$ cat config.mk
export PLATFORM = sky130hd
export DESIGN_NAME = simple_moving_average_flat
export DESIGN_NICKNAME = d
export VERILOG_FILES = /design/src/hw/rtl/sma_pkg.sv /design/src/hw/rtl/sma_stream_if.sv /design/src/hw/rtl/sma_tap_cell.sv /design/src/hw/rtl/sma_div_cell.sv /design/src/hw/rtl/simple_moving_average.sv /design/src/flat_wrapper.sv
export SDC_FILE = /design/constraint.sdc
export NUM_CORES = 2
export LEC_CHECK = 0
export ABC_AREA = 1
export BUFFER_PORTS_ARGS = -buffer_cell sky130_fd_sc_hd__buf_4
export CORE_MARGIN = 2
export CORE_UTILIZATION = 53
export CTS_BUF_LIST = sky130_fd_sc_hd__clkbuf_2
export DETAILED_ROUTE_END_ITERATION = 7
export PLACE_DENSITY = 0.74
export SETUP_SLACK_MARGIN = 0.4
export SLEW_MARGIN = 20
export SYNTH_ARGS = -nofsm -noshare
export SYNTH_HDL_FRONTEND = slang
export SYNTH_SLANG_ARGS = --single-unit
$ cat constraint.sdc
create_clock -name clk -period 41 [get_ports clk]
set_input_delay 4.1 -clock clk [delete_from_list [all_inputs] [get_ports clk]]
set_output_delay 4.1 -clock clk [all_outputs]
set_load 0.01 [all_outputs]
$ cat src/hw/rtl/sma_pkg.sv
// ----------------------------------------------------------------------------
// Moving average package
// Field widths, reset value of the window register and the divider lane types.
// ----------------------------------------------------------------------------
package sma_pkg;

    // Price and average fields, hundredths
    localparam int PRICE_W   = 24;
    // Window length register
    localparam int WLEN_W    = 5;
    localparam int CFG_RESET = 3;
    // Divider: remainder stays below the window, one quotient bit per cell
    localparam int REM_W     = WLEN_W;
    localparam int QUO_W     = PRICE_W;

    typedef struct packed {
        logic [REM_W-1:0]  rem;
        logic [QUO_W-1:0]  dq;
        logic [WLEN_W-1:0] win;
    } div_data_t;

    typedef struct packed {
        logic      valid;
        div_data_t data;
    } div_lane_t;

endpackage

$ cat src/hw/rtl/sma_stream_if.sv
// ----------------------------------------------------------------------------
// Moving average stream interfaces
// Valid/ready channels for the price samples and the averages.
// ----------------------------------------------------------------------------
interface sma_price_if;
    import sma_pkg::*;

    logic               valid;
    logic               ready;
    logic [PRICE_W-1:0] price;

    modport source (output valid, output price, input ready);
    modport sink   (input valid, input price, output ready);
endinterface

interface sma_avg_if;
    import sma_pkg::*;

    logic               valid;
    logic               ready;
    logic [PRICE_W-1:0] average;

    modport source (output valid, output average, input ready);
    modport sink   (input valid, input average, output ready);
endinterface

$ cat src/hw/rtl/sma_tap_cell.sv
// ----------------------------------------------------------------------------
// Moving average sample cell
// One link of the sample line: takes its neighbour's sample on each transfer.
// ----------------------------------------------------------------------------
module sma_tap_cell (
    input  logic                        clk,
    input  logic                        shift_en,
    input  logic [sma_pkg::PRICE_W-1:0] din,
    output logic [sma_pkg::PRICE_W-1:0] dout
);
    import sma_pkg::*;

    logic [PRICE_W-1:0] sample_reg;

    // Advance the sample line by one place
    always_ff @(posedge clk)
    begin
        if (shift_en)
        begin
            sample_reg <= din;
        end
    end

    assign dout = sample_reg;

endmodule

$ cat src/hw/rtl/sma_div_cell.sv
// ----------------------------------------------------------------------------
// Moving average divider cell
// One restoring division step: shifts in a dividend bit, settles one quotient bit.
// ----------------------------------------------------------------------------
module sma_div_cell (
    input  logic               clk,
    input  logic               rst_n,
    input  logic               advance,
    input  sma_pkg::div_lane_t lane_in,
    output sma_pkg::div_lane_t lane_out
);
    import sma_pkg::*;

    logic            valid_reg;
    div_data_t       data_reg;
    div_data_t       data_next;
    logic [REM_W:0]  trial;
    logic [REM_W:0]  diff;
    logic            ge;

    // Trial subtract of the window from the shifted remainder
    always_comb
    begin
        trial = {lane_in.data.rem, lane_in.data.dq[QUO_W-1]};
        diff  = trial - {1'b0, lane_in.data.win};
        ge    = (trial >= {1'b0, lane_in.data.win});
        data_next.rem = ge ? diff[REM_W-1:0] : trial[REM_W-1:0];
        data_next.dq  = {lane_in.data.dq[QUO_W-2:0], ge};
        data_next.win = lane_in.data.win;
    end

    // Hold the valid flag
    always_ff @(posedge clk or negedge rst_n)
    begin
        if (!rst_n)
        begin
            valid_reg <= 1'b0;
        end
        else if (advance)
        begin
            valid_reg <= lane_in.valid;
        end
    end

    // Hold the payload
    always_ff @(posedge clk)
    begin
        if (advance)
        begin
            data_reg <= data_next;
        end
    end

    assign lane_out.valid = valid_reg;
    assign lane_out.data  = data_reg;

endmodule

$ cat src/hw/rtl/simple_moving_average.sv
// ----------------------------------------------------------------------------
// Simple moving average
// Mean of the most recent window of price samples, in hundredths.
// ----------------------------------------------------------------------------
// Usage:
//   in_ch carries one price per transfer; out_ch carries one average per
//   transfer. Samples during warm-up (fewer than the window so far) give no
//   average; every later sample gives exactly one, in order.
//   cfg_wr_en/cfg_wr_data write the window length (0 acts as 1, values above
//   WINDOW_MAX act as WINDOW_MAX) and restart the warm-up; write only idle.
//   Throughput: one sample per cycle while out_ch is not stalled. The rate
//   is set by the running-sum register, updated once per transfer from the
//   sample line tap. Path: an input transfer loads the sum register and
//   the head of the divider row together; each cell of the row then settles
//   one quotient bit, and the last cell drives out_ch.
//   Reset: window 3, sum and sample count cleared, divider row empty.
//   Stall: while an average waits on out_ch, the whole divider row holds and
//   in_ch.ready is low; bubbles from warm-up samples travel down the row.
// ----------------------------------------------------------------------------
module simple_moving_average #(
    parameter int WINDOW_MAX = 16
) (
    input  logic                       clk,
    input  logic                       rst_n,
    input  logic                       cfg_wr_en,
    input  logic [sma_pkg::WLEN_W-1:0] cfg_wr_data,
    sma_price_if.sink                  in_ch,
    sma_avg_if.source                  out_ch
);
    import sma_pkg::*;

    localparam int IDX_W     = (WINDOW_MAX > 1) ? $clog2(WINDOW_MAX) : 1;
    localparam int SUM_W     = PRICE_W + $clog2(WINDOW_MAX);
    localparam int WLEN_MAX  = (2 ** WLEN_W) - 1;
    localparam logic [WLEN_W-1:0] WIN_CAP =
        WLEN_W'((WINDOW_MAX > WLEN_MAX) ? WLEN_MAX : WINDOW_MAX);
    localparam logic [WLEN_W-1:0] WIN_RESET =
        WLEN_W'((CFG_RESET > WINDOW_MAX) ? WINDOW_MAX : CFG_RESET);

    function automatic logic [WLEN_W-1:0] clamp_window(input logic [WLEN_W-1:0] v);
        logic [WLEN_W-1:0] w;
        priority if (v == '0)
        begin
            w = WLEN_W'(1);
        end
        else if (v > WIN_CAP)
        begin
            w = WIN_CAP;
        end
        else
        begin
            w = v;
        end
        return w;
    endfunction

    logic [WLEN_W-1:0]  win_reg;
    logic [WLEN_W-1:0]  win_next;
    logic [SUM_W-1:0]   sum_reg;
    logic [SUM_W-1:0]   sum_next;
    logic [WLEN_W-1:0]  seen_reg;
    logic [WLEN_W-1:0]  seen_next;
    logic               full;
    logic               emit;
    logic               advance;
    logic               accept;
    logic [PRICE_W-1:0] oldest;
    logic [PRICE_W-1:0] tap_in  [WINDOW_MAX];
    logic [PRICE_W-1:0] tap_out [WINDOW_MAX];
    logic               head_valid_reg;
    div_data_t          head_data_reg;
    div_data_t          head_data_next;
    div_lane_t          lane [QUO_W+1];

    // Handshake: the whole row moves unless an average waits
    assign advance      = !lane[QUO_W].valid || out_ch.ready;
    assign accept       = in_ch.valid && advance;
    assign in_ch.ready  = advance;
    assign out_ch.valid = lane[QUO_W].valid;
    assign out_ch.average = lane[QUO_W].data.dq;

    // Sample line: newest at the front, the displaced sample at window minus one
    genvar gi;
    generate
        for (gi = 0; gi < WINDOW_MAX; gi++)
        begin : g_tap
            if (gi == 0)
            begin : g_first
                assign tap_in[gi] = in_ch.price;
            end
            else
            begin : g_rest
                assign tap_in[gi] = tap_out[gi-1];
            end
            sma_tap_cell u_tap (
                .clk      (clk),
                .shift_en (accept),
                .din      (tap_in[gi]),
                .dout     (tap_out[gi])
            );
        end
    endgenerate

    assign oldest = tap_out[IDX_W'(win_reg - WLEN_W'(1))];

    // Running sum and warm-up count
    always_comb
    begin
        win_next  = clamp_window(cfg_wr_data);
        full      = (seen_reg >= win_reg);
        seen_next = full ? seen_reg : seen_reg + WLEN_W'(1);
        sum_next  = sum_reg - (full ? SUM_W'(oldest) : SUM_W'(0)) + SUM_W'(in_ch.price);
        emit      = (seen_next >= win_reg);
        head_data_next.rem = REM_W'(sum_next >> PRICE_W);
        head_data_next.dq  = sum_next[PRICE_W-1:0];
        head_data_next.win = win_reg;
    end

    // Hold window, sum and count; a register write restarts the stream
    always_ff @(posedge clk or negedge rst_n)
    begin
        if (!rst_n)
        begin
            win_reg  <= WIN_RESET;
            sum_reg  <= '0;
            seen_reg <= '0;
        end
        else if (cfg_wr_en)
        begin
            win_reg  <= win_next;
            sum_reg  <= '0;
            seen_reg <= '0;
        end
        else if (accept)
        begin
            sum_reg  <= sum_next;
            seen_reg <= seen_next;
        end
    end

    // Head of the divider row: drop warm-up samples as bubbles
    always_ff @(posedge clk or negedge rst_n)
    begin
        if (!rst_n)
        begin
            head_valid_reg <= 1'b0;
        end
        else if (advance)
        begin
            head_valid_reg <= accept && emit;
        end
    end

    always_ff @(posedge clk)
    begin
        if (advance)
        begin
            head_data_reg <= head_data_next;
        end
    end

    assign lane[0].valid = head_valid_reg;
    assign lane[0].data  = head_data_reg;

    // Divider row: one quotient bit per cell, the last cell drives out_ch
    generate
        for (gi = 0; gi < QUO_W; gi++)
        begin : g_div
            sma_div_cell u_div (
                .clk      (clk),
                .rst_n    (rst_n),
                .advance  (advance),
                .lane_in  (lane[gi]),
                .lane_out (lane[gi+1])
            );
        end
    endgenerate

endmodule

$ cat src/flat_wrapper.sv
// flat-port wrapper written by rule: the top's interface ports become plain ports
module simple_moving_average_flat import sma_pkg::*;
#(
    parameter int WINDOW_MAX = 16
)
  (clk, rst_n, cfg_wr_en, cfg_wr_data, in_ch_valid, in_ch_price, in_ch_ready, out_ch_valid, out_ch_average, out_ch_ready);
  sma_price_if in_ch_i ();
  sma_avg_if out_ch_i ();
  input  logic clk;
  input  logic rst_n;
  input  logic cfg_wr_en;
  input  logic [sma_pkg::WLEN_W-1:0] cfg_wr_data;
  input wire logic [$bits(in_ch_i.valid)-1:0] in_ch_valid;
  input wire logic [$bits(in_ch_i.price)-1:0] in_ch_price;
  output wire logic [$bits(in_ch_i.ready)-1:0] in_ch_ready;
  output wire logic [$bits(out_ch_i.valid)-1:0] out_ch_valid;
  output wire logic [$bits(out_ch_i.average)-1:0] out_ch_average;
  input wire logic [$bits(out_ch_i.ready)-1:0] out_ch_ready;
  assign in_ch_i.valid = in_ch_valid;
  assign in_ch_i.price = in_ch_price;
  assign in_ch_ready = in_ch_i.ready;
  assign out_ch_valid = out_ch_i.valid;
  assign out_ch_average = out_ch_i.average;
  assign out_ch_i.ready = out_ch_ready;
  simple_moving_average #(.WINDOW_MAX(WINDOW_MAX)) u_core (.clk(clk), .rst_n(rst_n), .cfg_wr_en(cfg_wr_en), .cfg_wr_data(cfg_wr_data), .in_ch(in_ch_i), .out_ch(out_ch_i));
endmodule
==> impl_metrics.yaml <==
power_and_ir_drop:
  power_density_mw_per_mm2: 80.5
  pwr-share-clk: 0.177
  p_seq_frac: 0.522
  p_comb_frac: 0.301
  p_int_mw: 2.99
  vdd_drop_max_mv: 0.0359
  swShare: 0.336
  power_switching_mw: 1.52
  p_leak_nw: 22.8
worst_setup_path:
  slowest_stage: "nor2_4"
  crit_family: "buffers and inverters"
  worstSetupPathType: "input port to output port"
  cp.required_ps: 36900
  cp-end-kind: "output port"
  slowest_delay_ps: 480
  crit_path_cell_trace: "buf_4, nor2_4, inv_8, buf_4"
  critPathLaunch: "out_ch_ready"
  r2r-start: "u_core.win_reg[0]"
  crit_fanout: 82
  crit_buf_inv: 3
  critical-path-top-cell-by-count: "buf_4"
  cp_data_arrival_time_ps: 5390
  rrSetupSlack_ps: 35090
  start_kind: "input port"
synthesis:
  synthTopCellsByCount: "edfxtp_1, nand2_1, inv_1"
  synth_cell_type_count: 41
  netlist.area_leader.share: 0.716
  synth.most_common_cell: "edfxtp_1"
  yosysSeqAreaShare: 0.746
  syn-num-nets: 3958
  syn-cell-area_mm2: 0.0513
  ys_ff_latch: 1286
  synthCells: 3717
  synth_top_area_cell: "edfxtp_1"
  yosys-top-cells-area: "edfxtp_1, nand2_1, ha_1"
  synthFlopType: "edfxtp_1"
  async_reset_ff_frac: 0.0490
  avgSynthCellArea_um2: 13.8
  synth_edf_count: 1223
  synth_warnings: 0
timing:
  hold_viol_final: 0
  setup_violations: 0
  tns_ps: 0
  rsz0062_at_grt: "no"
  final.min_clock_period_ps: 9490
  period_share: 0.232
  fmax_mhz: 105
  worst_clock_skew_ps: 214
  relSlewSlack: 0.285
  timing.final.max_slew_violations: 0
  layout_setup_ws_ps: 31510
  worst_pin_slew_ps: 1070
clock_network:
  clockBufferDepth: 4
  clkLatencyLatePin_ps: 1560
  cts_resized: 0
  cts_root_buffer: "clkbuf_2"
  cts_tree: "built"
  cts_buffers: 330
  cts_setup_buffers: 0
  cts.reportedPaths.clkPinSlew_ps: 100
  htree_levels: 5
  cts.sinks: 1286
  hold_buffers: 0
grt:
  grt_use_total: 0.175
  grt_max_degree: 213
  grt_pass1_vias: 29000
  antenna_found_initial: 3
  grt_pass1_wl_mm: 140
  grt_overflow: 0
detailed_routing:
  drt.antenna.violating_nets: 0
  wl_per_cell_um: 15.6
  routed_wl_mm: 85.9
  drt_pre_antenna_iters: 5
  drcViolationCount: 0
  avgViaCountPerCell: 5.14
  drt_iter0_drc: 2416
  vias: 28400
floorplan:
  fp-row-count: 114
  die_y_um: 315
  ios: 60
  fp.dieW_um: 315
  start_util: 0.533
  dieArea_mm2: 0.0993
  core_area_mm2: 0.0963
placement:
  dp_slack_ps: 31550
  dp_hpwl_mm: 51.1
  gp_congestion: 0.897
  io_buffers: 59
finish:
  syn_to_final_growth_pct: 9.07
  fillers: 7596
  fin_nets: 4278
  largest_reg_flops: 806
  drive_gt1_frac: 0.144
run_status:
  status: "finished clean"
job:
  maxCapViolations: 0
min_path:
  min_path_type: "flop to flop"
  hp-start: "u_core.g_div[3].u_div.lane_out[14]"
==> cell usage in the layout, fill, tap and decap left out, types with 3 or more instances in the layout <==
master	synthesis	layout
a211oi_1	19	19
inv_1	380	380
edfxtp_1	1223	1223
clkinv_2	0	3
clkinv_4	0	4
o21ai_1	6	6
clkbuf_2	0	476
nor2_1	187	187
a22oi_1	29	29
o311ai_1	0	5
o211ai_1	8	8
fa_1	47	47
a21oi_1	301	301
clkinv_1	1	46
xnor2_1	48	47
o311ai_0	18	7
o21a_1	3	3
diode_2	0	6
inv_2	6	5
nand4_1	5	5
dfrtp_1	61	61
o311ai_2	0	6
o21ai_0	91	91
nand3_1	184	184
nand2_1	747	746
and2_1	11	11
buf_4	0	96
xor2_1	41	41
o22ai_1	10	10
ha_1	160	159
==> final timing paths <==
kind | end | cells past startpoint
max | in_ch_ready | 4
min | u_core.g_div[4].u_div.lane_out[15] | 0
max reg2reg | u_core.head_data_reg[12] | 20
min reg2reg | u_core.g_div[4].u_div.lane_out[15] | 0
max in group asynchronous | u_core.seen_reg[1] | 1
min in group asynchronous | u_core.sum_reg[3] | 1
==> worst reg2reg max path, cell delays in order (launching register included) <==
cell     delay (ps)
dfstp_4         840
inv_6            60
ha_2            280
buf_4           220
inv_4           550
buf_4           890
a21oi_1         120
a22oi_1         230
nand2_1          80
nand3_1          90
nand2_1          80
nor2_1          230
fa_1            450
inv_1            80
ha_1            300
nand2_1         120
nand3_1         180
nand2_1         110
nand2_1         150
xnor2_1         500
inv_1            80
==> power groups by stage <==
stage	clock, mW	sequential (mW)	combinational (mW)
after floorplan	0	2.45	1.01
after global placement	0	2.36	1.30
after detailed placement	0	2.39	1.35
after CTS	0.834	2.36	1.36
after global routing	0.897	2.41	1.55
final	0.799	2.35	1.35
==> layer usage <==
layer  part of all wire  vias to the layer above  GRT usage
li1                   -                    13900          -
met3              0.052                      183     0.0416
met4              0.026                        0     0.0832
met2               0.49                      758      0.286
met5                  0                        -          0
met1               0.43                    13600      0.223
==> final cells by class <==
type | instances | area, um^2 | share of cell area
Clock buffer | 476 | 2380 | 0.0426
Inverter | 387 | 1480 | 0.0264
Antenna cell | 6 | 15.0 | 0.000268
Multi-Input combinational cell | 1934 | 11100 | 0.199
Clock inverter | 59 | 305 | 0.00545
Timing Repair Buffer | 98 | 768 | 0.0137
Tap cell | 1276 | 1600 | 0.0285
Sequential cell | 1286 | 38300 | 0.684
==> metrics by stage <==
| step | cell area [um^2] | instances | hold slack [ps] | total power, mW | util |
|---|---|---|---|---|---|
| after floorplan | 51300 | 3717 | 400 | 3.45 | - |
| after global placement | 53200 | 4980 | 400 | 3.66 | 0.552 |
| after detailed placement | 53200 | 4980 | 405 | 3.73 | 0.553 |
| after CTS | 55900 | 5515 | 187 | 4.55 | 0.581 |
| after global routing | 56000 | 5522 | 206 | 4.86 | 0.581 |
| final | 56000 | 5522 | 248 | 4.51 | 0.581 |
==> cell families after synthesis <==
group           after synthesis  share of synthesized area
flops                      1286                      0.746
simple gates               1143                     0.0896
buf+inv                     497                     0.0380
compound gates              494                     0.0531
fa+ha+maj                   207                     0.0574
xor+xnor                     90                     0.0155
Note: power is estimated with default switching activity, not from simulation.
